### src/rtl/wrapping_page_bitmap_blitter_defines.svh
// assertion macros for the wrapping page bitmap blitter
// expects signals named clk and rst_n in the module that includes it
`ifndef WRAPPING_PAGE_BITMAP_BLITTER_DEFINES_SVH
`define WRAPPING_PAGE_BITMAP_BLITTER_DEFINES_SVH

// property must hold on every clock edge out of reset
`define WPBB_ASSERT(lbl, prop, msg) \
  lbl: assert property (@(posedge clk) disable iff (!rst_n) (prop)) else $error(msg);

// consequent must hold in the cycle after the antecedent
`define WPBB_ASSERT_NEXT(lbl, ante, cons, msg) \
  lbl: assert property (@(posedge clk) disable iff (!rst_n) (ante) |=> (cons)) \
    else $error(msg);

`endif

### src/rtl/wpbb_pkg.sv
// shared constants, types and helper functions of the page bitmap blitter
// no dependencies
package wpbb_pkg;

  // screen geometry
  localparam int SCREEN_WIDTH  = 128;
  localparam int SCREEN_HEIGHT = 64;
  localparam int SCREEN_PAGES  = SCREEN_HEIGHT / 8;
  localparam int WRAP_GAP      = 64;

  // field widths
  localparam int COL_W   = 13;
  localparam int PAGE_W  = 5;
  localparam int NPAGE_W = 6;
  localparam int YOFF_W  = 8;
  localparam int SCRL_W  = 16;
  localparam int SPAGE_W = 3;
  localparam int SCOL_W  = 7;
  localparam int BYTE_W  = 8;

  // internal widths
  localparam int D_W        = 18;          // column minus scroll, signed
  localparam int B_W        = 10;          // row of the top pixel, signed
  localparam int P_W        = B_W - 3;     // screen page of the top pixel, signed
  localparam int MAG_W      = 16;          // magnitude of the column difference
  localparam int MOD_W      = 14;          // wrap period, up to width plus gap
  localparam int QUO_W      = 8;           // quotient bits resolved by the modulo pipe
  localparam int MOD_STAGES = QUO_W / 2;   // two quotient bits per stage

  // configuration port
  localparam int CFG_ADDR_W = 5;
  localparam int CFG_DATA_W = 32;
  localparam int REG_IDX_W  = 3;

  localparam logic [REG_IDX_W-1:0] REG_BITMAP_WIDTH = 3'd0;
  localparam logic [REG_IDX_W-1:0] REG_BITMAP_PAGES = 3'd1;
  localparam logic [REG_IDX_W-1:0] REG_Y_OFFSET     = 3'd2;
  localparam logic [REG_IDX_W-1:0] REG_SCROLL_X     = 3'd3;
  localparam logic [REG_IDX_W-1:0] REG_FLIP         = 3'd4;

  localparam int RST_BITMAP_WIDTH = 128;
  localparam int RST_BITMAP_PAGES = 2;

  // per-item information that travels alongside the modulo pipe
  typedef struct packed {
    logic               kill;
    logic               neg;
    logic               nw_ok;
    logic [SCOL_W-1:0]  nw_x;
    logic               a_v;
    logic [SPAGE_W-1:0] a_pg;
    logic [BYTE_W-1:0]  a_m;
    logic               b_v;
    logic [SPAGE_W-1:0] b_pg;
    logic [BYTE_W-1:0]  b_m;
  } side_t;

  function automatic logic [BYTE_W-1:0] rev8(input logic [BYTE_W-1:0] b);
    logic [BYTE_W-1:0] r;
    for (int i = 0; i < BYTE_W; i++) begin
      r[i] = b[BYTE_W-1-i];
    end
    return r;
  endfunction

  // one restoring step: subtract modulus shifted by k when it fits
  function automatic logic [MAG_W-1:0] mod_step(input logic [MAG_W-1:0] rem,
                                                input logic [MOD_W-1:0] m,
                                                input int unsigned      k);
    logic [MAG_W+QUO_W-1:0] w;
    logic [MAG_W+QUO_W-1:0] r;
    w = (MAG_W+QUO_W)'(m) << k;
    r = (MAG_W+QUO_W)'(rem);
    if (r >= w) begin
      r = r - w;
    end
    return r[MAG_W-1:0];
  endfunction

endpackage

### src/rtl/wpbb_in_if.sv
// input channel of the page bitmap blitter: one bitmap byte per transaction
// depends on wpbb_pkg
interface wpbb_in_if;
  logic                           valid;
  logic                           ready;
  logic [wpbb_pkg::COL_W-1:0]     src_column;
  logic [wpbb_pkg::PAGE_W-1:0]    src_page;
  logic [wpbb_pkg::BYTE_W-1:0]    src_byte;

  modport source (output valid, src_column, src_page, src_byte, input ready);
  modport sink   (input valid, src_column, src_page, src_byte, output ready);
endinterface

### src/rtl/wpbb_out_if.sv
// result channel of the page bitmap blitter: one framebuffer or-mask per transaction
// depends on wpbb_pkg
interface wpbb_out_if;
  logic                           valid;
  logic                           ready;
  logic [wpbb_pkg::SPAGE_W-1:0]   screen_page;
  logic [wpbb_pkg::SCOL_W-1:0]    screen_column;
  logic [wpbb_pkg::BYTE_W-1:0]    or_mask;
  logic                           last;

  modport source (output valid, screen_page, screen_column, or_mask, last, input ready);
  modport sink   (input valid, screen_page, screen_column, or_mask, last, output ready);
endinterface

### src/rtl/wrapping_page_bitmap_blitter.sv
// top level of the wrapping page bitmap blitter: config registers, pipeline, output stage
// depends on wpbb_pkg, wpbb_in_if, wpbb_out_if, wpbb_mod_pipe and the defines header
`include "wrapping_page_bitmap_blitter_defines.svh"

// Places one byte of a page-organized monochrome bitmap (eight vertical pixels,
// bit 0 on top) onto a 128x64 page-organized screen and returns an or-mask for
// each screen page the byte touches, at most two, lowest target page first,
// with last set on the final one. Zero bytes, bytes outside the configured
// bitmap, bytes whose column lands off screen or in the blank wrap gap, and
// bytes whose rows are all clipped give no result. Bitmaps wider than 128
// columns scroll circularly over width + 64 columns; the others are only
// shifted by scroll_x. pready is always high. The input takes one transaction
// every cycle while the pipeline advances; the output stage sends one mask per
// cycle while the receiver is ready, so a byte that yields two masks stalls the
// pipeline and throughput is one byte per cycle for bytes with at most one mask.
// From input to first mask a byte passes one stage for the column difference
// and row base, one for the magnitude and page masks, four for the wrap modulo
// (two quotient bits each) and the output stage, which all advance together
// when the output stage can take a new byte. The user must write registers over
// the APB-style port only while no byte is in flight; the block does not enforce it.
module wrapping_page_bitmap_blitter (
  input  logic                              clk,
  input  logic                              rst_n,
  wpbb_in_if.sink                           in_ch,
  wpbb_out_if.source                        out_ch,
  input  logic                              cfg_psel,
  input  logic                              cfg_penable,
  input  logic                              cfg_pwrite,
  input  logic [wpbb_pkg::CFG_ADDR_W-1:0]   cfg_paddr,
  input  logic [wpbb_pkg::CFG_DATA_W-1:0]   cfg_pwdata,
  output logic [wpbb_pkg::CFG_DATA_W-1:0]   cfg_prdata,
  output logic                              cfg_pready
);

  // ---------------------------------------------------------------------
  // configuration registers
  // ---------------------------------------------------------------------
  logic [wpbb_pkg::COL_W-1:0]          width_r;
  logic [wpbb_pkg::NPAGE_W-1:0]        pages_r;
  logic signed [wpbb_pkg::YOFF_W-1:0]  yoff_r;
  logic signed [wpbb_pkg::SCRL_W-1:0]  scroll_r;
  logic                                flip_r;

  logic                                cfg_wr;
  logic [wpbb_pkg::REG_IDX_W-1:0]      cfg_idx;

  assign cfg_pready = 1'b1;
  assign cfg_wr     = cfg_psel && cfg_penable && cfg_pwrite;
  // registers sit on 4-byte boundaries
  assign cfg_idx    = cfg_paddr[wpbb_pkg::CFG_ADDR_W-1:2];

  always_ff @(posedge clk) begin
    if (!rst_n) begin
      width_r  <= wpbb_pkg::COL_W'(wpbb_pkg::RST_BITMAP_WIDTH);
      pages_r  <= wpbb_pkg::NPAGE_W'(wpbb_pkg::RST_BITMAP_PAGES);
      yoff_r   <= '0;
      scroll_r <= '0;
      flip_r   <= 1'b0;
    end else if (cfg_wr) begin
      unique case (cfg_idx)
        wpbb_pkg::REG_BITMAP_WIDTH: width_r  <= cfg_pwdata[wpbb_pkg::COL_W-1:0];
        wpbb_pkg::REG_BITMAP_PAGES: pages_r  <= cfg_pwdata[wpbb_pkg::NPAGE_W-1:0];
        wpbb_pkg::REG_Y_OFFSET:     yoff_r   <= $signed(cfg_pwdata[wpbb_pkg::YOFF_W-1:0]);
        wpbb_pkg::REG_SCROLL_X:     scroll_r <= $signed(cfg_pwdata[wpbb_pkg::SCRL_W-1:0]);
        wpbb_pkg::REG_FLIP:         flip_r   <= cfg_pwdata[0];
        default: begin
        end
      endcase
    end
  end

  // read back raw register bits, zero extended
  always_comb begin
    unique case (cfg_idx)
      wpbb_pkg::REG_BITMAP_WIDTH: cfg_prdata = wpbb_pkg::CFG_DATA_W'(width_r);
      wpbb_pkg::REG_BITMAP_PAGES: cfg_prdata = wpbb_pkg::CFG_DATA_W'(pages_r);
      wpbb_pkg::REG_Y_OFFSET:     cfg_prdata = wpbb_pkg::CFG_DATA_W'($unsigned(yoff_r));
      wpbb_pkg::REG_SCROLL_X:     cfg_prdata = wpbb_pkg::CFG_DATA_W'($unsigned(scroll_r));
      wpbb_pkg::REG_FLIP:         cfg_prdata = wpbb_pkg::CFG_DATA_W'(flip_r);
      default:                    cfg_prdata = '0;
    endcase
  end

  // derived configuration, stable while items are in flight if registers are not written meanwhile
  logic                        wrap;
  logic [wpbb_pkg::MOD_W-1:0]  modulus;

  assign wrap    = width_r > wpbb_pkg::COL_W'(wpbb_pkg::SCREEN_WIDTH);
  assign modulus = wpbb_pkg::MOD_W'(width_r) + wpbb_pkg::MOD_W'(wpbb_pkg::WRAP_GAP);

  // the whole pipeline moves when the output stage can take a byte
  logic adv;

  // ---------------------------------------------------------------------
  // stage 1: column difference, row base and discard checks
  // ---------------------------------------------------------------------
  logic                              v1_r;
  logic signed [wpbb_pkg::D_W-1:0]   d1_r;
  logic signed [wpbb_pkg::B_W-1:0]   base1_r;
  logic                              kill1_r;
  logic [wpbb_pkg::BYTE_W-1:0]       byte1_r;

  logic signed [wpbb_pkg::D_W-1:0]   d1_nxt;
  logic signed [wpbb_pkg::B_W-1:0]   base1_nxt;
  logic                              kill1_nxt;

  always_comb begin
    d1_nxt    = $signed(wpbb_pkg::D_W'(in_ch.src_column)) - wpbb_pkg::D_W'(scroll_r);
    base1_nxt = wpbb_pkg::B_W'(yoff_r) + $signed(wpbb_pkg::B_W'({in_ch.src_page, 3'b000}));
    kill1_nxt = (in_ch.src_byte == '0) ||
                (in_ch.src_column >= width_r) ||
                (wpbb_pkg::NPAGE_W'(in_ch.src_page) >= pages_r);
  end

  always_ff @(posedge clk) begin
    if (!rst_n) begin
      v1_r <= 1'b0;
    end else if (adv) begin
      v1_r <= in_ch.valid;
    end
  end

  always_ff @(posedge clk) begin
    if (adv) begin
      d1_r    <= d1_nxt;
      base1_r <= base1_nxt;
      kill1_r <= kill1_nxt;
      byte1_r <= in_ch.src_byte;
    end
  end

  // ---------------------------------------------------------------------
  // stage 2: magnitude for the modulo, direct column, page masks
  // ---------------------------------------------------------------------
  logic                              v2_r;
  logic [wpbb_pkg::MAG_W-1:0]        mag2_r;
  wpbb_pkg::side_t                   side2_r;

  logic [wpbb_pkg::D_W-1:0]          absd;
  logic [wpbb_pkg::MAG_W-1:0]        mag2_nxt;
  wpbb_pkg::side_t                   side2_nxt;
  logic signed [wpbb_pkg::P_W-1:0]   p0;
  logic signed [wpbb_pkg::P_W-1:0]   p1;
  logic [2*wpbb_pkg::BYTE_W-1:0]     sh;
  logic [wpbb_pkg::BYTE_W-1:0]       lo_m;
  logic [wpbb_pkg::BYTE_W-1:0]       hi_m;
  logic                              lo_v;
  logic                              hi_v;
  logic                              fst_v;
  logic [wpbb_pkg::SPAGE_W-1:0]      fst_pg;
  logic [wpbb_pkg::BYTE_W-1:0]       fst_m;
  logic                              snd_v;
  logic [wpbb_pkg::SPAGE_W-1:0]      snd_pg;
  logic [wpbb_pkg::BYTE_W-1:0]       snd_m;

  always_comb begin
    absd     = d1_r[wpbb_pkg::D_W-1] ? wpbb_pkg::D_W'(-d1_r) : wpbb_pkg::D_W'(d1_r);
    // only wrapping bitmaps go through the modulo, others feed zero
    mag2_nxt = wrap ? absd[wpbb_pkg::MAG_W-1:0] : '0;

    // the eight rows of the byte straddle at most two screen pages
    p0   = $signed(base1_r[wpbb_pkg::B_W-1:3]);
    p1   = p0 + wpbb_pkg::P_W'(1);
    sh   = (2*wpbb_pkg::BYTE_W)'(byte1_r) << base1_r[2:0];
    lo_m = sh[wpbb_pkg::BYTE_W-1:0];
    hi_m = sh[2*wpbb_pkg::BYTE_W-1:wpbb_pkg::BYTE_W];
    lo_v = (p0 >= 0) && (p0 < wpbb_pkg::SCREEN_PAGES) && (lo_m != '0);
    hi_v = (p1 >= 0) && (p1 < wpbb_pkg::SCREEN_PAGES) && (hi_m != '0);

    // flipped, the lower source page becomes the higher screen page
    if (flip_r) begin
      fst_v  = hi_v;
      fst_pg = wpbb_pkg::SPAGE_W'(wpbb_pkg::SCREEN_PAGES - 1) - p1[wpbb_pkg::SPAGE_W-1:0];
      fst_m  = wpbb_pkg::rev8(hi_m);
      snd_v  = lo_v;
      snd_pg = wpbb_pkg::SPAGE_W'(wpbb_pkg::SCREEN_PAGES - 1) - p0[wpbb_pkg::SPAGE_W-1:0];
      snd_m  = wpbb_pkg::rev8(lo_m);
    end else begin
      fst_v  = lo_v;
      fst_pg = p0[wpbb_pkg::SPAGE_W-1:0];
      fst_m  = lo_m;
      snd_v  = hi_v;
      snd_pg = p1[wpbb_pkg::SPAGE_W-1:0];
      snd_m  = hi_m;
    end

    side2_nxt.kill  = kill1_r;
    side2_nxt.neg   = d1_r[wpbb_pkg::D_W-1];
    side2_nxt.nw_ok = !d1_r[wpbb_pkg::D_W-1] &&
                      (d1_r < wpbb_pkg::D_W'(wpbb_pkg::SCREEN_WIDTH));
    side2_nxt.nw_x  = d1_r[wpbb_pkg::SCOL_W-1:0];
    // slot a always holds the first mask to send
    side2_nxt.a_v   = fst_v || snd_v;
    side2_nxt.a_pg  = fst_v ? fst_pg : snd_pg;
    side2_nxt.a_m   = fst_v ? fst_m  : snd_m;
    side2_nxt.b_v   = fst_v && snd_v;
    side2_nxt.b_pg  = snd_pg;
    side2_nxt.b_m   = snd_m;
  end

  always_ff @(posedge clk) begin
    if (!rst_n) begin
      v2_r <= 1'b0;
    end else if (adv) begin
      v2_r <= v1_r;
    end
  end

  always_ff @(posedge clk) begin
    if (adv) begin
      mag2_r  <= mag2_nxt;
      side2_r <= side2_nxt;
    end
  end

  // ---------------------------------------------------------------------
  // stages 3 to 6: wrap modulo
  // ---------------------------------------------------------------------
  logic                        mv;
  logic [wpbb_pkg::MOD_W-1:0]  mrem;
  wpbb_pkg::side_t             mside;

  wpbb_mod_pipe u_mod (
    .clk       (clk),
    .rst_n     (rst_n),
    .adv       (adv),
    .vld_i     (v2_r),
    .mag_i     (mag2_r),
    .modulus_i (modulus),
    .side_i    (side2_r),
    .vld_o     (mv),
    .rem_o     (mrem),
    .side_o    (mside)
  );

  // final column: fold negative differences back into the period, then flip
  logic [wpbb_pkg::MOD_W-1:0]   xw;
  logic                         col_ok;
  logic [wpbb_pkg::SCOL_W-1:0]  x_pre;
  logic [wpbb_pkg::SCOL_W-1:0]  x_fin;
  logic                         ld_a;
  logic                         ld_b;

  always_comb begin
    xw     = (mside.neg && (mrem != '0)) ? (modulus - mrem) : mrem;
    col_ok = wrap ? (xw < wpbb_pkg::MOD_W'(wpbb_pkg::SCREEN_WIDTH)) : mside.nw_ok;
    x_pre  = wrap ? xw[wpbb_pkg::SCOL_W-1:0] : mside.nw_x;
    x_fin  = flip_r ? (wpbb_pkg::SCOL_W'(wpbb_pkg::SCREEN_WIDTH - 1) - x_pre) : x_pre;
    ld_a   = mv && !mside.kill && col_ok && mside.a_v;
    ld_b   = ld_a && mside.b_v;
  end

  // ---------------------------------------------------------------------
  // stage 7: output stage, two mask slots sent in order
  // ---------------------------------------------------------------------
  logic                          ova_r;
  logic                          ovb_r;
  logic [wpbb_pkg::SCOL_W-1:0]   col_r;
  logic [wpbb_pkg::SPAGE_W-1:0]  pga_r;
  logic [wpbb_pkg::BYTE_W-1:0]   ma_r;
  logic [wpbb_pkg::SPAGE_W-1:0]  pgb_r;
  logic [wpbb_pkg::BYTE_W-1:0]   mb_r;

  // free when empty, or when the single remaining mask leaves this cycle
  assign adv         = !(ova_r || ovb_r) || (out_ch.ready && (ova_r ^ ovb_r));
  assign in_ch.ready = adv;

  always_ff @(posedge clk) begin
    if (!rst_n) begin
      ova_r <= 1'b0;
      ovb_r <= 1'b0;
    end else if (adv) begin
      ova_r <= ld_a;
      ovb_r <= ld_b;
    end else if (out_ch.ready) begin
      // both pending: the first one leaves
      ova_r <= 1'b0;
    end
  end

  always_ff @(posedge clk) begin
    if (adv) begin
      col_r <= x_fin;
      pga_r <= mside.a_pg;
      ma_r  <= mside.a_m;
      pgb_r <= mside.b_pg;
      mb_r  <= mside.b_m;
    end
  end

  assign out_ch.valid         = ova_r || ovb_r;
  assign out_ch.screen_page   = ova_r ? pga_r : pgb_r;
  assign out_ch.screen_column = col_r;
  assign out_ch.or_mask       = ova_r ? ma_r : mb_r;
  assign out_ch.last          = !(ova_r && ovb_r);

  // ---------------------------------------------------------------------
  // assertions
  // ---------------------------------------------------------------------
  `WPBB_ASSERT(a_mask_nonzero, !out_ch.valid || (out_ch.or_mask != '0), "empty or-mask sent")
  `WPBB_ASSERT(a_page_order, !(ova_r && ovb_r) || (pga_r < pgb_r), "masks out of page order")
  `WPBB_ASSERT_NEXT(a_pair_drain, ova_r && ovb_r && out_ch.ready, !ova_r && ovb_r, "second mask lost")

endmodule

### src/rtl/wpbb_mod_pipe.sv
// pipelined restoring modulo, two quotient bits per stage, with sideband
// depends on wpbb_pkg
module wpbb_mod_pipe (
  input  logic                         clk,
  input  logic                         rst_n,
  input  logic                         adv,
  input  logic                         vld_i,
  input  logic [wpbb_pkg::MAG_W-1:0]   mag_i,
  input  logic [wpbb_pkg::MOD_W-1:0]   modulus_i,
  input  wpbb_pkg::side_t              side_i,
  output logic                         vld_o,
  output logic [wpbb_pkg::MOD_W-1:0]   rem_o,
  output wpbb_pkg::side_t              side_o
);

  localparam int STAGES = wpbb_pkg::MOD_STAGES;

  logic [STAGES-1:0]          vld_r;
  logic [wpbb_pkg::MAG_W-1:0] rem_r  [STAGES];
  wpbb_pkg::side_t            side_r [STAGES];

  always_ff @(posedge clk) begin
    if (!rst_n) begin
      vld_r <= '0;
    end else if (adv) begin
      vld_r <= {vld_r[STAGES-2:0], vld_i};
    end
  end

  for (genvar j = 0; j < STAGES; j++) begin : g_stage
    logic [wpbb_pkg::MAG_W-1:0] rem_in;
    logic [wpbb_pkg::MAG_W-1:0] rem_nxt;
    wpbb_pkg::side_t            side_in;

    if (j == 0) begin : g_first
      assign rem_in  = mag_i;
      assign side_in = side_i;
    end else begin : g_next
      assign rem_in  = rem_r[j-1];
      assign side_in = side_r[j-1];
    end

    // high quotient bit first
    assign rem_nxt = wpbb_pkg::mod_step(
                       wpbb_pkg::mod_step(rem_in, modulus_i, wpbb_pkg::QUO_W - 1 - 2*j),
                       modulus_i, wpbb_pkg::QUO_W - 2 - 2*j);

    always_ff @(posedge clk) begin
      if (adv) begin
        rem_r[j]  <= rem_nxt;
        side_r[j] <= side_in;
      end
    end
  end

  assign vld_o  = vld_r[STAGES-1];
  assign rem_o  = rem_r[STAGES-1][wpbb_pkg::MOD_W-1:0];
  assign side_o = side_r[STAGES-1];

endmodule

### src/flat_wrapper.sv
// flat-port wrapper written by rule: the top's interface ports become plain ports
module wrapping_page_bitmap_blitter_flat 
  (clk, rst_n, cfg_psel, cfg_penable, cfg_pwrite, cfg_paddr, cfg_pwdata, cfg_prdata, cfg_pready, in_ch_valid, in_ch_src_column, in_ch_src_page, in_ch_src_byte, in_ch_ready, out_ch_valid, out_ch_screen_page, out_ch_screen_column, out_ch_or_mask, out_ch_last, out_ch_ready);
  wpbb_in_if in_ch_i ();
  wpbb_out_if out_ch_i ();
  input  logic clk;
  input  logic rst_n;
  input  logic cfg_psel;
  input  logic cfg_penable;
  input  logic cfg_pwrite;
  input  logic [wpbb_pkg::CFG_ADDR_W-1:0] cfg_paddr;
  input  logic [wpbb_pkg::CFG_DATA_W-1:0] cfg_pwdata;
  output logic [wpbb_pkg::CFG_DATA_W-1:0] cfg_prdata;
  output logic cfg_pready;
  input wire logic [$bits(in_ch_i.valid)-1:0] in_ch_valid;
  input wire logic [$bits(in_ch_i.src_column)-1:0] in_ch_src_column;
  input wire logic [$bits(in_ch_i.src_page)-1:0] in_ch_src_page;
  input wire logic [$bits(in_ch_i.src_byte)-1:0] in_ch_src_byte;
  output wire logic [$bits(in_ch_i.ready)-1:0] in_ch_ready;
  output wire logic [$bits(out_ch_i.valid)-1:0] out_ch_valid;
  output wire logic [$bits(out_ch_i.screen_page)-1:0] out_ch_screen_page;
  output wire logic [$bits(out_ch_i.screen_column)-1:0] out_ch_screen_column;
  output wire logic [$bits(out_ch_i.or_mask)-1:0] out_ch_or_mask;
  output wire logic [$bits(out_ch_i.last)-1:0] out_ch_last;
  input wire logic [$bits(out_ch_i.ready)-1:0] out_ch_ready;
  assign in_ch_i.valid = in_ch_valid;
  assign in_ch_i.src_column = in_ch_src_column;
  assign in_ch_i.src_page = in_ch_src_page;
  assign in_ch_i.src_byte = in_ch_src_byte;
  assign in_ch_ready = in_ch_i.ready;
  assign out_ch_valid = out_ch_i.valid;
  assign out_ch_screen_page = out_ch_i.screen_page;
  assign out_ch_screen_column = out_ch_i.screen_column;
  assign out_ch_or_mask = out_ch_i.or_mask;
  assign out_ch_last = out_ch_i.last;
  assign out_ch_i.ready = out_ch_ready;
  wrapping_page_bitmap_blitter u_core (.clk(clk), .rst_n(rst_n), .in_ch(in_ch_i), .out_ch(out_ch_i), .cfg_psel(cfg_psel), .cfg_penable(cfg_penable), .cfg_pwrite(cfg_pwrite), .cfg_paddr(cfg_paddr), .cfg_pwdata(cfg_pwdata), .cfg_prdata(cfg_prdata), .cfg_pready(cfg_pready));
endmodule
### config.mk
export PLATFORM = sky130hd
export DESIGN_NAME = wrapping_page_bitmap_blitter_flat
export DESIGN_NICKNAME = d
export VERILOG_FILES = /design/src/rtl/wpbb_pkg.sv /design/src/rtl/wpbb_in_if.sv /design/src/rtl/wpbb_out_if.sv /design/src/rtl/wrapping_page_bitmap_blitter.sv /design/src/rtl/wpbb_mod_pipe.sv /design/src/flat_wrapper.sv
export VERILOG_INCLUDE_DIRS = /design/src /design/src/rtl
export SDC_FILE = /design/constraint.sdc
export NUM_CORES = 1
export LEC_CHECK = 0
export BUFFER_PORTS_ARGS = -buffer_cell sky130_fd_sc_hd__buf_2
export CELL_PAD_IN_SITES_DETAIL_PLACEMENT = 0
export CELL_PAD_IN_SITES_GLOBAL_PLACEMENT = 1
export CORE_UTILIZATION = 51
export CTS_BUF_LIST = sky130_fd_sc_hd__clkbuf_4 sky130_fd_sc_hd__clkbuf_8
export DETAILED_ROUTE_END_ITERATION = 6
export PLACE_DENSITY_LB_ADDON = 0.25
export SYNTH_ARGS = -nofsm -noshare
export SYNTH_HDL_FRONTEND = slang
export SYNTH_SLANG_ARGS = --single-unit
### constraint.sdc
create_clock -name clk -period 10.35 [get_ports clk]
set_input_delay 1.035 -clock clk [delete_from_list [all_inputs] [get_ports clk]]
set_output_delay 1.035 -clock clk [all_outputs]
set_load 0.005 [all_outputs]
==> impl_metrics.yaml, run 1 <==
sta:
  clock_skew_ns: 0.0273
  fmax_mhz: 132
  period_minus_slack_ns: 7.59
  final_max_slew_viol_count: 0
  rsz0062_at_grt: "no"
  setup_viol: 0
  hold_violations: 0
  tightest_slew_ns: 1.17
  worst_slew_margin_rel_pct: 22.3
  fin_setup_tns_ns: 0
  timing.final.crit_share_pct: 73.4
cells_and_area:
  nets: 2296
  layoutNonFillerInstCount: 2659
  drive_gt1_share_pct: 13.5
  syn_to_final_growth_pct: 11.0
  fillCellCount: 3493
  multiInputGateArea_um2: 9970
  num_antenna_cells: 0
  regArea_um2: 10400
  fin_area_um2: 23600
drt:
  drtPass1Iterations: 7
  viasPerCell: 5.60
  wl_um: 47700
  route.detailed.drc: 6
  m1WireLength_um: 22700
  wl_per_cell_um: 17.9
  wl_met2_um: 21300
  antenna_left: 0
  wl_met3_um: 2380
  via_count: 14900
  drtIter0Drc: 1167
  highest_layer: "met4"
cts:
  cts_sinks: 365
  post_cts_buffers: 0
  clockRootBuffer: "clkbuf_8"
  cts.reportedPaths.clkPinSlew_ns: 0.06
  cts_buffers: 59
  clockBufferDepth: 3
  holdBufCountCts: 0
  cts-resized-gates: 0
  clkLatencyLatePin_ns: 0.67
  h-tree-depth: 2
  cts_tree: "built"
placed_design:
  port_buffers: 88
  placed_cell_area_um2: 22300
  place.gp.congestion: 0.897
  dpl.cell_count: 2547
  dp.final_hpwl_um: 34500
logic_synthesis:
  synth.most_common_cell: "edfxtp_1"
  synthesis.area_um2: 21300
  synth_edf_count: 313
  synth_top_area_share_pct: 44.2
  synth_compound_area_share_pct: 13.6
  synth-xor-area-share_pct: 5.02
  synth_top_family_by_area: "compound AO/OA/AOI/OAI gates"
  ys_top_cells_by_area: "edfxtp_1, ha_1, dfxtp_1"
  synthSimpleGateAreaFrac_pct: 12.4
  postSynthAreaPerCell_um2: 10.8
  seq_area_frac_synth_pct: 49.1
  ys_warn_count: 0
  synth_cell_types: 88
  synthMuxAreaShare_pct: 5.78
  yosysTopAreaCell: "edfxtp_1"
  synthAdderAreaFrac_pct: 9.65
  async_flop_share_pct: 0
  ys.flop_type: "edfxtp_1"
  ys_seq_elements: 365
  syn_inst: 1967
  synth_common_cells: "edfxtp_1, inv_1, nand2_1, nor2_1, ha_1"
global_route:
  grt_use_total_pct: 22.6
  grt-ovfl-total: 0
  grt_pass1_vias: 13900
  antenna_found_initial: 0
  grt_pass1_wl_um: 74600
  grt_max_degree: 146
status:
  violations: "DRC"
  run_status: "finished with violations"
worst_setup_path:
  cpMaxStageDelayCell: "a21oi_1"
  path_max_fanout: 14
  crit_required_ns: 10.76
  cpPeakStageDelay_ns: 0.94
  critPathBufInv: 1
  cp.arrival_ns: 8.01
  cp_top_family: "compound AO/OA/AOI/OAI gates"
  end_kind: "flop"
  crit_chain: "ha_1 -> xor2_1 -> inv_1 -> ha_1 -> a21o_1 -> a31oi_1 -> o21ai_1 -> a211o_1 -> o211ai_2 -> nand2_1 -> o21ai_0 -> fa_1 -> nor2b_1 -> o21ai_0 -> a21boi_0 -> o21a_1 -> o21ai_0 -> a21o_1 -> nand3_1 -> a31oi_1 -> o31ai_1 -> a21oi_1 -> mux2_2"
  cp-start-kind: "flop"
  path_class: "reg2reg"
  path_common_cell: "o21ai_0"
floorplanning:
  io_pins: 124
  core-area_um2: 41000
  die_height_um: 206
  dieArea_um2: 42500
  initial_core_util_pct: 51.9
  rows: 74
  die_width_um: 206
run:
  cap_viol_max_count: 0
min_path:
  hold_path.class: "reg2reg"
power:
  p_per_area_nw_per_um2: 243
  power.total_mw: 5.74
  irDropWorstVdd_v: 0.000137
  p_leak_nw: 9.66
==> sequential cells by signal, summed over array words and instances (netlist names), 3 cells and up <==
signal                       cells
u_core.out_ch.screen_column      7
u_core.u_mod.side_r            136
u_core.mag2_r                   16
u_core.side2_r                  34
u_core.pages_r                   6
u_core.d1_r                     17
u_core.pgb_r                     3
u_core.ma_r                      8
u_core.mb_r                      8
u_core.yoff_r                    8
u_core.pga_r                     3
u_core.scroll_r                 16
u_core.width_r                  13
u_core.byte1_r                   8
u_core.u_mod.vld_r               4
u_core.base1_r                  10
u_core.u_mod.rem_r              62
==> through the flow <==
stage | util (%) | setup WS [ns] | hold WS (ns)
after CTS | 57.6 | 2.86 | 0.402
after detailed placement | 54.2 | 2.87 | 0.405
after global routing | 57.6 | 2.05 | 0.397
after floorplan | - | 1.97 | 0.400
final | 57.6 | 2.76 | 0.405
after global placement | 54.2 | 3.01 | 0.400
==> power by group <==
part,switching (mW),internal [mW]
Combinational,1.34,1.04
Clock,0.603,0.795
Sequential,0.107,1.85
Total,2.05,3.69
==> cells by family (layout without fill, tap and decap cells) <==
logic type / count (synthesis) / count (layout)
compound gates: 442 / 442
buf+inv: 226 / 371
mux: 110 / 110
simple gates: 545 / 545
other cells: 2 / 17
flops: 365 / 365
fa+ha+maj: 159 / 159
xor+xnor: 118 / 118
==> path summary, 6_finish.rpt <==
kind | startpoint | end | slack [ns] | cells past startpoint
setup / recovery | u_core.width_r[6] | u_core.u_mod.rem_r[3][2] | 2.76 | 23
hold / removal | u_core.u_mod.side_r[2][30] | u_core.u_mod.side_r[3][30] | 0.40 | 0
setup reg to reg | u_core.width_r[6] | u_core.u_mod.rem_r[3][2] | 2.76 | 23
hold reg to reg | u_core.u_mod.side_r[2][30] | u_core.u_mod.side_r[3][30] | 0.40 | 0
==> cell type report <==
| class | count | area share (%) |
|---|---|---|
| repair buffers | 107 | 2.52 |
| clock buffers | 89 | 4.68 |
| flip-flops and latches | 365 | 44.2 |
| well taps | 532 | 2.82 |
| multi-input cells | 1391 | 42.2 |
| clock inverters | 23 | 1.10 |
| inverters | 152 | 2.45 |
==> layer usage <==
metal	GRT usage, %	vias to the layer above
li1	-	7421
met1	32.4	7046
met2	35.2	360
met3	3.44	64
met4	7.35	0
met5	0	-
==> worst register-to-register path, cell delays in order, from the launching register on <==
cell and delay (ns):
dfxtp_1 0.55, ha_1 0.29, xor2_1 0.37, inv_1 0.37, ha_1 0.47, a21o_1 0.26, a31oi_1 0.17, o21ai_1 0.17
a211o_1 0.30, o211ai_2 0.21, nand2_1 0.36, o21ai_0 0.52, fa_1 0.30, nor2b_1 0.05, o21ai_0 0.21, a21boi_0 0.16
o21a_1 0.21, o21ai_0 0.25, a21o_1 0.22, nand3_1 0.12, a31oi_1 0.31, o31ai_1 0.12, a21oi_1 0.94, mux2_2 0.45
==> cells in the final DEF (no fill, tap or decap), types with 54 or more instances in the layout <==
master / count
inv_1: 148
ha_1: 139
xnor2_1: 87
clkbuf_8: 70
edfxtp_1: 313
nor2b_1: 54
buf_2: 88
nand2_1: 145
o21ai_0: 97
a21oi_1: 117
mux2i_1: 55
nor2_1: 144
(Power assumes the default switching activity.)
==> inputs of run 2 (changes only) <==
Settings changed: ABC_AREA from default to 1, CORE_UTILIZATION 51 to 50.
Clock period 10.35 ns to 7.25 ns, I/O delays scaled along.
==> run 2 against run 1 <==
  * The flow now finishes without violations
  * Utilization decreased by 0.79 points
  * Critical path depth is 5 higher
  * Cell area down 0.93%
  * Clock power rose by 46%
  * Maximum frequency grew 26%
  * Power rose by 65%
==> impl_metrics.yaml, run 2 <==
status:
  run_status: "finished, final reports clean"
cells_and_area:
  syn_to_final_growth_pct: 11.2
  nets: 2600
  final_common_cell: "nand2_1"
  fillCellCount: 3649
  fin_area_um2: 23400
  reg.largest.list: "u_core.u_mod.side_r (136), u_core.u_mod.rem_r (62), u_core.side2_r (34)"
  drive_gt1_share_pct: 12.2
  largest_reg_flops: 136
  layout_common_cells: "nand2_1, edfxtp_1, inv_1, o21ai_0, a21oi_1"
  num_antenna_cells: 0
  regMostFlops: "u_core.u_mod.side_r"
  final_core_util_pct: 56.8
cts:
  cts-resized-gates: 0
  cts_sinks: 365
  h-tree-depth: 2
  cts_buffers: 61
  cts_tree: "built"
  holdBufCountCts: 0
  clkLatencyLatePin_ns: 0.66
  post_cts_buffers: 0
  cts.reportedPaths.clkPinSlew_ns: 0.06
  clockBufferDepth: 3
  clockRootBuffer: "clkbuf_8"
sta:
  period_minus_slack_ns: 6.02
  tightest_slew_ns: 1.19
  timing.final.crit_share_pct: 83.0
  fin_setup_tns_ns: 0
  setup_viol: 0
  final_max_slew_viol_count: 0
  worst_slew_margin_rel_pct: 20.6
  clock_skew_ns: 0.0442
  fmax_mhz: 166
  hold_violations: 0
  rsz0062_at_grt: "no"
global_route:
  grt_use_met1_pct: 32.5
  grt_use_met2_pct: 36.0
  top_usage_layer: "met2"
  antenna_found_initial: 0
  grt_max_degree: 95
  grt-ovfl-total: 0
  grt_pass1_wl_um: 77600
  grt_use_total_pct: 22.9
  grt_use_met3_pct: 3.53
  grt_pass1_vias: 15000
power:
  p_per_area_nw_per_um2: 405
  seq_power_share_pct: 30.6
  netSwitchingPower_mw: 3.88
  comb_power_share_pct: 47.9
  irDropWorstVdd_v: 0.000209
  switching_share_pct: 41.0
  power.total_mw: 9.47
  p_int_mw: 5.59
  p_leak_nw: 10.5
  clockPowerShare_pct: 21.5
min_path:
  worstHoldPathCells: 1
  hold_path.class: "in2reg"
floorplanning:
  die_height_um: 207
  core-area_um2: 41200
  die_width_um: 207
  rows: 74
  initial_core_util_pct: 51.1
  io_pins: 124
  dieArea_um2: 42900
placed_design:
  place.gp.congestion: 0.884
  dp.final_hpwl_um: 36700
  port_buffers: 88
  placed_cell_area_um2: 22000
worst_setup_path:
  cp.arrival_ns: 6.51
  cpMaxStageDelayCell: "dfxtp_1"
  reg2regPathDepth: 28
  cpPeakStageDelay_ns: 0.66
  worst-path-stages: 28
  critPathBufInv: 5
  path_max_fanout: 14
  cp-start-kind: "flop"
  end_kind: "flop"
  crit_required_ns: 7.74
  path_class: "reg2reg"
  cp_top_family: "simple AND/OR/NAND/NOR gates"
  path_common_cell: "nor2_1"
logic_synthesis:
  seq_area_frac_synth_pct: 49.6
  async_flop_share_pct: 0
  synth_edf_count: 313
  synth_cell_types: 61
  ys.flop_type: "edfxtp_1"
  synth_top_area_share_pct: 44.7
  postSynthAreaPerCell_um2: 9.31
  synth_common_cells: "nand2_1, edfxtp_1, inv_1"
  yosysTopAreaCell: "edfxtp_1"
  ys_top_cells_by_area: "edfxtp_1, nand2_1, ha_1"
  ys_seq_elements: 365
  syn_inst: 2262
  synthesis.area_um2: 21000
  ys_warn_count: 0
  synth.most_common_cell: "nand2_1"
drt:
  via_count: 15900
  wl_um: 49200
  antenna_left: 0
  route.detailed.drc: 0
  drtIter0Drc: 1180
  wl_per_cell_um: 16.6
  viasPerCell: 5.37
  drtPass1Iterations: 7
run:
  cap_viol_max_count: 0
run 2: final cells by class:
cell class	count	area, µm²	area share [%]
Timing Repair Buffer	103	553	2.36
Inverter	248	931	3.98
Clock inverter	24	307	1.31
Clock buffer	91	1120	4.79
Sequential cell	365	10400	44.6
Multi-Input combinational cell	1601	9380	40.1
Tap cell	532	666	2.84
run 2: routing by layer:
layer | share of wire (%) | wire, µm
met5 | 0 | 0
met4 | 2.4 | 1180
met3 | 5.3 | 2620
met2 | 45 | 22100
met1 | 47 | 23300
run 2: worst reg2reg max path: cells and delay by family (launching register included):
family	cells	cell delay, ns
buf+inv	5	1.03
flops	1	0.66
fa+ha+maj	3	1.08
compound gates	5	1.36
simple gates	15	1.74
run 2: worst paths after layout:
| kind | slack, ns | endpoint | start |
|---|---|---|---|
| setup reg to reg | 1.23 | u_core.u_mod.rem_r[2][6] | u_core.width_r[6] |
| hold reg to reg | 0.41 | u_core.u_mod.side_r[0][15] | u_core.side2_r[15] |
| hold / removal | 0.27 | u_core.byte1_r[6] | in_ch_src_byte[6] |
| setup / recovery | 1.23 | u_core.u_mod.rem_r[2][6] | u_core.width_r[6] |
run 2: power by group through the flow:
stage | Sequential, mW | Combinational [mW] | Clock [mW]
final | 2.90 | 4.54 | 2.04
after global routing | 2.92 | 5.14 | 2.18
after CTS | 2.90 | 4.52 | 2.09
after detailed placement | 2.94 | 4.50 | 0
after global placement | 2.93 | 4.43 | 0
after floorplan | 2.87 | 3.74 | 0
run 2: cells by family (layout without fill, tap and decap cells):
logic type / Yosys count / count (layout) / share of synthesized area, %
muxes: 2 / 2 / 0.0951
adders and majority gates: 150 / 150 / 9.31
xor gates and xnor gates: 108 / 108 / 4.49
and+or+nand+nor: 910 / 910 / 19.3
AOI/OAI and AO/OA: 414 / 414 / 11.0
buffers and inverters: 311 / 466 / 6.18
other: 2 / 17 / 0.0357
DFF: 365 / 365 / 49.6
run 2: through the flow:
step / std cells / setup WS [ns] / hold WS (ns)
6_report: 2964 / 1.23 / 0.271
5_1_grt: 2964 / 0.798 / 0.230
4_1_cts: 2964 / 1.27 / 0.219
3_5_place_dp: 2849 / 1.33 / 0.405
3_3_place_gp: 2849 / 1.44 / 0.400
2_1_floorplan: 2277 / 0.495 / 0.400
==> inputs of run 3 (changes only) <==
Settings changed: CORE_UTILIZATION 50 to 45.
Clock period 7.25 ns to 4.9 ns, I/O delays scaled along.
==> run 3 against run 2 <==
  * Wire length up 4.9%
  * Power up 59%
  * Maximum frequency up 33%
  * Clock skew up 0.0067 ns
  * Largest cell class unchanged
  * Via count up 1.7%
  * Final cell count up 7.0%
  * Sequential cell count unchanged
  * Clock-buffer cell count down 7
  * Utilization down 3.0 points
  * Highest routed layer unchanged
  * Critical path depth down 1
  * First-iteration DRC count down 23%
  * Register-to-register slack worse by 0.87 ns
==> impl_metrics.yaml, run 3 (same netlist as run 2, synthesis figures left out) <==
global_route:
  grt_use_met3_pct: 3.73
  grt_max_degree: 86
  grt_use_met1_pct: 30.5
  antenna_found_initial: 0
  grt_use_met2_pct: 34.3
  grt-ovfl-total: 0
  grt_pass1_wl_um: 81200
  top_usage_layer: "met2"
  grt_use_total_pct: 22.0
  grt_pass1_vias: 15400
sta:
  worst_slew_margin_rel_pct: 34.4
  fmax_mhz: 220
  setup_ws_ns: 0.357
  setup_viol: 0
  tightest_slew_ns: 0.976
  holdWs_ns: 0.104
  hold_violations: 0
  period_minus_slack_ns: 4.54
  final_max_slew_viol_count: 0
  timing.final.crit_share_pct: 92.7
  clock_skew_ns: 0.0509
cells_and_area:
  regMostFlops: "u_core.u_mod.side_r"
  nets: 2744
  layoutNonFillerInstCount: 3170
  final_common_cell: "nand2_1"
  fillCellCount: 4156
  largest_reg_flops: 136
  syn_to_final_growth_pct: 16.9
  regArea_um2: 10400
  reg.largest.list: "u_core.u_mod.side_r (136), u_core.u_mod.rem_r (62), u_core.side2_r (34)"
  multiInputGateArea_um2: 9520
  num_antenna_cells: 0
  drive_gt1_share_pct: 17.5
  layout_common_cells: "nand2_1, edfxtp_1, inv_1, o21ai_0, buf_4"
status:
  run_status: "finished, final reports clean"
drt:
  antenna_left: 0
  route.detailed.drc: 0
  drtPass1Iterations: 5
  via_count: 16200
  wl_um: 51600
  drtIter0Drc: 908
  viasPerCell: 5.11
  wl_per_cell_um: 16.3
worst_setup_path:
  crit_required_ns: 5.45
  path_common_cell: "inv_1"
  critPathBufInv: 7
  end_kind: "flop"
  cpMaxStageDelayCell: "fa_1"
  cp_top_family: "simple AND/OR/NAND/NOR gates"
  path_class: "reg2reg"
  cpPeakStageDelay_ns: 0.45
  cp-start-kind: "flop"
  worst-path-stages: 27
  cp.arrival_ns: 5.09
  path_max_fanout: 15
  reg2regPathDepth: 27
floorplanning:
  die_width_um: 218
  initial_core_util_pct: 46.0
  io_pins: 124
  dieArea_um2: 47600
  core-area_um2: 45800
  die_height_um: 218
  rows: 78
power:
  clockPowerShare_pct: 18.1
  p_int_mw: 8.98
  switching_share_pct: 40.2
  comb_power_share_pct: 53.3
  p_per_area_nw_per_um2: 611
  seq_power_share_pct: 28.6
  netSwitchingPower_mw: 6.05
  irDropWorstVdd_v: 0.000383
  p_leak_nw: 11.1
placed_design:
  dpl.cell_count: 3046
  place.gp.congestion: 0.902
  port_buffers: 88
  pre_cts_ws_ns: -0.101
  dp.final_hpwl_um: 39400
cts:
  clkLatencyLatePin_ns: 0.68
  h-tree-depth: 2
  clockBufferDepth: 3
  cts_sinks: 365
  cts_buffers: 60
  cts_tree: "built"
  cts.reportedPaths.clkPinSlew_ns: 0.06
  clockRootBuffer: "clkbuf_8"
run:
  cap_viol_max_count: 0
min_path:
  worstHoldPathCells: 3
  hold_path.class: "in2reg"
==> run 3: what timing repair did <==
action | 4_1_cts | 5_1_grt
hold endpoints to repair | 8 | 0
pin swaps | 0 | 3
buffers inserted | 0 | 8
endpoints found under the setup margin | 14 | 50
hold buffers | 8 | 0
gates resized for setup | 3 | 48
==> run 3: path summary, 6_finish.rpt <==
check,from,end,slack [ns]
worst max-delay path,u_core.width_r[6],u_core.u_mod.rem_r[3][2],0.36
worst max register to register,u_core.width_r[6],u_core.u_mod.rem_r[3][2],0.36
worst min-delay path,cfg_pwdata[15],u_core.scroll_r[15],0.10
worst min register to register,u_core.u_mod.side_r[2][28],u_core.u_mod.side_r[3][28],0.38
==> run 3: metrics by stage <==
stage | util (%) | power (mW) | setup TNS (ns) | cell area [µm²]
3_3_place_gp | 50.4 | 12.0 | -0.00261 | 23100
5_1_grt | 53.8 | 16.3 | -0.0102 | 24600
3_5_place_dp | 50.4 | 12.2 | -0.785 | 23100
2_1_floorplan | - | 9.79 | 0 | 21100
4_1_cts | 53.3 | 14.9 | 0 | 24400
6_report | 53.8 | 15.0 | 0 | 24600
==> run 3: cell type report <==
cell class,count,share of cell area (%)
clock inverter,24,0.859
clock buffer,84,4.16
inverter,248,3.82
tap,600,3.05
multi-input combinational,1601,38.7
sequential,365,42.4
timing repair buffer,248,6.96
==> run 3: power by group through the flow <==
stage	sequential (mW)	combinational, mW	clock [mW]
2_1_floorplan	4.25	5.54	0
3_3_place_gp	4.35	7.67	0
3_5_place_dp	4.36	7.81	0
4_1_cts	4.30	7.86	2.79
5_1_grt	4.34	9.07	2.92
6_report	4.30	8.02	2.71
==> run 3: worst reg2reg max path: stages, from the launching register on <==
cell       delay [ns]
dfxtp_2          0.34
ha_2             0.20
nand2_2          0.12
inv_1            0.08
nor2_4           0.12
inv_4            0.08
buf_4            0.16
ha_1             0.29
inv_1            0.10
o21ai_0          0.13
a21oi_1          0.21
nor2_1           0.07
nor2_2           0.12
nand3_2          0.09
buf_4            0.20
o21ai_0          0.34
inv_1            0.11
fa_1             0.45
inv_1            0.10
nand3_1          0.08
o2111ai_1        0.14
o21ai_0          0.11
nand3b_2         0.22
nand3_2          0.10
nand2_4          0.15
nand2_8          0.18
nand2_1          0.08
nand2_1          0.06
==> run 3: routing by layer <==
metal | wire, µm | up-vias
met5 | 0 | -
met4 | 1650 | 0
met3 | 2840 | 104
met2 | 22800 | 390
met1 | 24300 | 7403
li1 | - | 8295
